===== src/sv/ibs_pkg.sv =====
// Shared constants, register codes and controller/datapath interface types.
`default_nettype none
package ibs_pkg;

  localparam int unsigned MapBits   = 16;
  localparam int unsigned WordLog   = 5;
  localparam int unsigned WordBits  = 2 ** WordLog;
  localparam int unsigned RowBits   = MapBits - WordLog;
  localparam int unsigned Rows      = 2 ** RowBits;
  localparam int unsigned IndexW    = 32;
  localparam int unsigned DistinctW = 17;
  localparam int unsigned OutW      = 120;
  localparam int unsigned CfgIdxW   = 2;

  localparam logic [IndexW-1:0]    WideLimit     = 32'd65535;
  localparam logic [DistinctW-1:0] DistinctLimit = '1;

  typedef enum logic [CfgIdxW-1:0] {
    CFG_FORMAT     = 2'd0,
    CFG_WIN_START  = 2'd1,
    CFG_WIN_LENGTH = 2'd2
  } cfg_reg_e;

  typedef struct packed {
    logic take_byte;
    logic take_end;
    logic mark;
    logic sweep;
  } ibs_cmd_t;

  typedef struct packed {
    logic need_lookup;
    logic out_blocked;
    logic sweep_last;
  } ibs_sts_t;

endpackage
`default_nettype wire


===== src/sv/ibs_ctrl.sv =====
// Controller: input handshake, bitmap lookup sequencing and bitmap clear sweep.
`default_nettype none
module ibs_ctrl (
  input  wire logic               clk_i,
  input  wire logic               rst_ni,
  input  wire logic               in_valid_i,
  input  wire logic               in_end_i,
  output logic                    in_ready_o,
  input  wire ibs_pkg::ibs_sts_t  sts_i,
  output ibs_pkg::ibs_cmd_t       cmd_o
);

  typedef enum logic [1:0] {
    ST_CLEAR,
    ST_IDLE,
    ST_LOOKUP,
    ST_MARK
  } state_e;

  state_e state_q, state_d;
  logic   accept;

  assign in_ready_o = (state_q == ST_IDLE) && (!in_end_i || !sts_i.out_blocked);
  assign accept     = in_valid_i && in_ready_o;

  assign cmd_o.take_byte = accept && !in_end_i;
  assign cmd_o.take_end  = accept && in_end_i;
  assign cmd_o.mark      = (state_q == ST_MARK);
  assign cmd_o.sweep     = (state_q == ST_CLEAR);

  always_comb begin
    state_d = state_q;
    case (state_q)
      ST_CLEAR: begin
        if (sts_i.sweep_last) begin
          state_d = ST_IDLE;
        end
      end
      ST_IDLE: begin
        if (accept && in_end_i) begin
          state_d = ST_CLEAR;
        end else if (accept && sts_i.need_lookup) begin
          state_d = ST_LOOKUP;
        end
      end
      ST_LOOKUP: state_d = ST_MARK;
      ST_MARK:   state_d = ST_IDLE;
      default:   state_d = ST_CLEAR;
    endcase
  end

  always_ff @(posedge clk_i or negedge rst_ni) begin
    if (!rst_ni) begin
      state_q <= ST_CLEAR;
    end else begin
      state_q <= state_d;
    end
  end

endmodule
`default_nettype wire


===== config.mk =====
export PLATFORM = sky130hd
export DESIGN_NAME = ibs_ctrl
export DESIGN_NICKNAME = d
export VERILOG_FILES = /design/src/sv/ibs_pkg.sv /design/src/sv/ibs_ctrl.sv
export SDC_FILE = /design/constraint.sdc
export NUM_CORES = 1
export LEC_CHECK = 0
export BUFFER_PORTS_ARGS = -buffer_cell sky130_fd_sc_hd__clkbuf_2
export CAP_MARGIN = 30
export CORE_AREA = 5 5 42 44
export DETAILED_ROUTE_END_ITERATION = 12
export DIE_AREA = 0 0 47 49
export PLACE_DENSITY = 0.36
export SYNTH_ARGS = -nofsm -noshare
export SYNTH_HDL_FRONTEND = slang
export SYNTH_SLANG_ARGS = --single-unit

===== constraint.sdc =====
create_clock -name clk_i -period 1.38 [get_ports clk_i]
set_input_delay 0.069 -clock clk_i [delete_from_list [all_inputs] [get_ports clk_i]]
set_output_delay 0.069 -clock clk_i [all_outputs]
set_load 0.01 [all_outputs]

==> impl_summary.txt <==
----------------------------------------------------
[Outcome]
  Result of the run ... completed

[Synthesis]
  Post-synth cell types ... 15
  Top-area cell type share of the netlist area ... 0.241
  Avg Cell Area, Syn ... around 9 um2
  Yosys reg bits ... 2
  Ranking of synthesized cells by area ... sky130_fd_sc_hd__dfrtp_1, sky130_fd_sc_hd__ha_1, sky130_fd_sc_hd__nand2b_1
  Gate count of the mapped netlist ... 23
  Cell type contributing the most total cell area after synthesis ... sky130_fd_sc_hd__dfrtp_1
  Fraction of the yosys area taken by sequential cells ... 0.241
  Synthesized netlist net count ... 34
  Synthesis Warnings ... 0
  Netlist Area Pre-Place ... between 200 and 250 um2

[Timing]
  Period Utilization, post-route ... 0.982
  Final hold violations ... 0
  Slew HR ... 0.902
  Fmax ... ~0.74 GHz
  Sum of negative setup slack ... 0 ns
  Fin Hold WS ... 0.168 ns
  Setup Viol. Count Final ... 0
  Worst clock skew on the final layout ... between 0.005 and 0.006 ns
  Unrepaired setup endpoints after global routing ... true
  Number of max-slew violations in the final report ... 0
  Post-layout minimum cycle time ... around 1.4 ns
  Worst setup margin ... roughly 0.025 ns
  Actual transition at the worst max-transition pin ... 0.143 ns

[Cells and area]
  Most frequent cells in the layout ... sky130_fd_sc_hd__clkbuf_2, sky130_fd_sc_hd__buf_4, sky130_fd_sc_hd__clkbuf_4, sky130_fd_sc_hd__buf_6
  Reg with most FFs ... state_q
  Fill cell instance count of the final layout ... roughly 170
  Biggest registers after layout ... state_q (2)
  Most common library cell in the layout ignoring fill and taps ... sky130_fd_sc_hd__clkbuf_2
  Synthesis-to-layout area growth ... 108%
  Antenna cells ... 0
  Fraction of final layout cells with drive strength greater than 1 ... 0.652
  Final instance area ... 432 um2
  Max FFs per register ... 2
  Number of nets in the final layout ... 59
  Post-layout util ... 0.308

[Drt]
  DR pass1 iterations ... 4
  Avg WL per Cell ... between 10 and 15 um
  Count of vias placed by the detailed router ... roughly 240
  Via-to-Cell Ratio ... 3.90
  Iteration-0 DRC Markers ... 2
  Residual DRC ... 0
  Final wirelength ... around 670 um
  Remaining antenna violation count after routing ... 0

[Global route]
  Global route total overflow ... 0
  Number of global-route vias before repair ... ~300
  Number of antenna violations at the first check in global routing ... 0
  Global router's overall resource usage ... 0.0683
  Global-route wire length before repair ... 1110 um
  Pin count of the biggest net entering global routing ... 7

[Setup path]
  Data required time of the critical path ... roughly 1.5 ns
  Startpoint of the most critical setup path ... state_q[1]$_DFFE_PN0P_
  CP peak stage delay ... approximately 0.35 ns
  Endpoint arrival time on the critical path ... 1.49 ns
  Cell-by-cell trace of the critical path ... inv_2, ha_2, nor2b_4, a211o_1, o21ai_2, mux2i_1
  Setup Crit Path Kind ... reg2reg
  RR Startpoint ... state_q[1]$_DFFE_PN0P_
  Crit. End Element ... register
  Cells on worst reg2reg path ... 6
  Maximum fanout encountered on the critical timing path ... 3
  R2r endpoint ... state_q[1]$_DFFE_PN0P_
  Crit start category ... register
  Worst reg2reg setup slack ... between 0.02 and 0.03 ns
  Cell with the largest stage delay on the worst path ... sky130_fd_sc_hd__dfrtp_1

[Power and ir drop]
  Net switching power of the design ... around 310 uW
  Clock power frac ... 0.145
  VDD IR-drop max ... 0.000620 V
  Combinational power share ... 0.734
  Total power density per cell area ... slightly above 2000 nW/um2
  Leak pwr ... between 0.2 and 0.25 nW
  Fraction of power spent switching nets ... 0.352
  Sequential share of power ... 0.122
  Cell internal power dissipation ... about 570 uW

[Clocking]
  CTS tree ... yes
  Insertion delay of the later-clocked pin in the worst-skew pair ... around 0.22 ns
  # H-tree levels ... 1
  Number of sinks driven by the clock tree ... 2
  CTS clk-pin slew, worst paths ... around 0.030 ns
  Clock buffer depth ... 2
  Clk Tree Root Cell ... sky130_fd_sc_hd__clkbuf_4
  Num CTS Buffers ... 3

[Die]
  Core Box Area ... approximately 1400 um2
  Floorplan die area ... around 2300 um2
  Chip height ... approximately 49 um
  Die Width ... between 40 and 50 um
  Row Count ... 14
  Starting utilization of the core area ... 0.148
  IO Count ... 12

[Place]
  Worst Setup Slack post-DPL ... -0.0350 ns
  Post-DP Area ... ~310 um2
  PortBufs ... 11
  Placer's final routability congestion estimate ... slightly below 0.8

[Hold path]
  Worst hold path class ... in2async

[Flow run]
  Max Cap Viol ... 0

----------------------------------------------------
## kinds of logic (layout without fill, tap and decap cells)
logic type / after synthesis / after routing / synth area share
and+or+nand+nor: 7 / 7 / 0.211
AOI/OAI and AO/OA: 6 / 6 / 0.205
adders and majority gates: 4 / 4 / 0.241
buffers and inverters: 3 / 26 / 0.0542
DFF: 2 / 2 / 0.241
muxes: 1 / 1 / 0.0482
## stage by stage
stage	power, mW	std cells
CTS	0.835	61
global route	0.969	62
finish	0.879	62
detailed placement	0.525	53
global placement	0.508	53
floorplan	0.355	23
## power by group through the flow
stage | Sequential (mW) | Clock [mW] | Combinational [mW]
after floorplan | 0.111 | 0 | 0.245
after global placement | 0.102 | 0 | 0.406
after detailed placement | 0.103 | 0 | 0.422
after CTS | 0.108 | 0.134 | 0.593
after global routing | 0.111 | 0.141 | 0.716
final | 0.107 | 0.127 | 0.645
## worst max-delay path by stage
stage	end	slack (ns)	cells after the start
after global routing	cmd_o[2]	-0.04	5
after CTS	cmd_o[2]	-0.02	5
final	state_q[1]$_DFFE_PN0P_	0.03	6
after detailed placement	state_q[1]$_DFFE_PN0P_	-0.04	6
after floorplan	state_q[1]$_DFFE_PN0P_	0.002	6
after global placement	state_q[1]$_DFFE_PN0P_	-0.02	6
## layout make-up
class,instances,area (um2),share of cell area
Sequential cell,2,50.0,0.116
Multi-Input combinational cell,18,186,0.432
Clock buffer,3,22.5,0.0522
Inverter,3,11.3,0.0261
Tap cell,16,20.0,0.0464
Timing Repair Buffer,20,141,0.328
## cell usage after synthesis
cell,instances
sky130_fd_sc_hd__dfrtp_1,2
sky130_fd_sc_hd__a21boi_1,1
sky130_fd_sc_hd__ha_1,4
sky130_fd_sc_hd__nand2b_1,2
sky130_fd_sc_hd__o21ai_2,1
sky130_fd_sc_hd__and3_2,1
sky130_fd_sc_hd__o21ai_0,1
sky130_fd_sc_hd__nand2_1,2
sky130_fd_sc_hd__inv_1,3
sky130_fd_sc_hd__o21ai_1,1
sky130_fd_sc_hd__nor3b_1,1
sky130_fd_sc_hd__nor2b_2,1
sky130_fd_sc_hd__o21a_1,1
sky130_fd_sc_hd__mux2i_1,1
sky130_fd_sc_hd__a211o_1,1
## worst max-delay path: cells and delay by family, from the launching register on
kind	cells	cell delay (ns)
AO/OA/AOI/OAI	2	0.34
adder cells (fa/ha/maj)	1	0.18
buffers and inverters	1	0.07
flip-flops	1	0.35
multiplexers	1	0.21
AND/OR/NAND/NOR	1	0.12
## timing repair
action / 4_1_cts / 5_1_grt
setup buffers: 4 / 1
resized for setup: 7 / 7
pin swaps: 3 / 1
setup endpoints to repair: 4 / 4
hold buffers: 1 / 0
endpoints found under the hold margin: 2 / 0
## routing by layer
metal | part of all wire | up-vias | global-route usage
li1 | - | 123 | -
met1 | 0.37 | 107 | 0.0570
met2 | 0.51 | 12 | 0.118
met3 | 0.12 | 0 | 0.0258
met4 | 0 | 0 | 0.0553
met5 | 0 | - | 0
No activity file was read; power rests on OpenSTA's default activity.
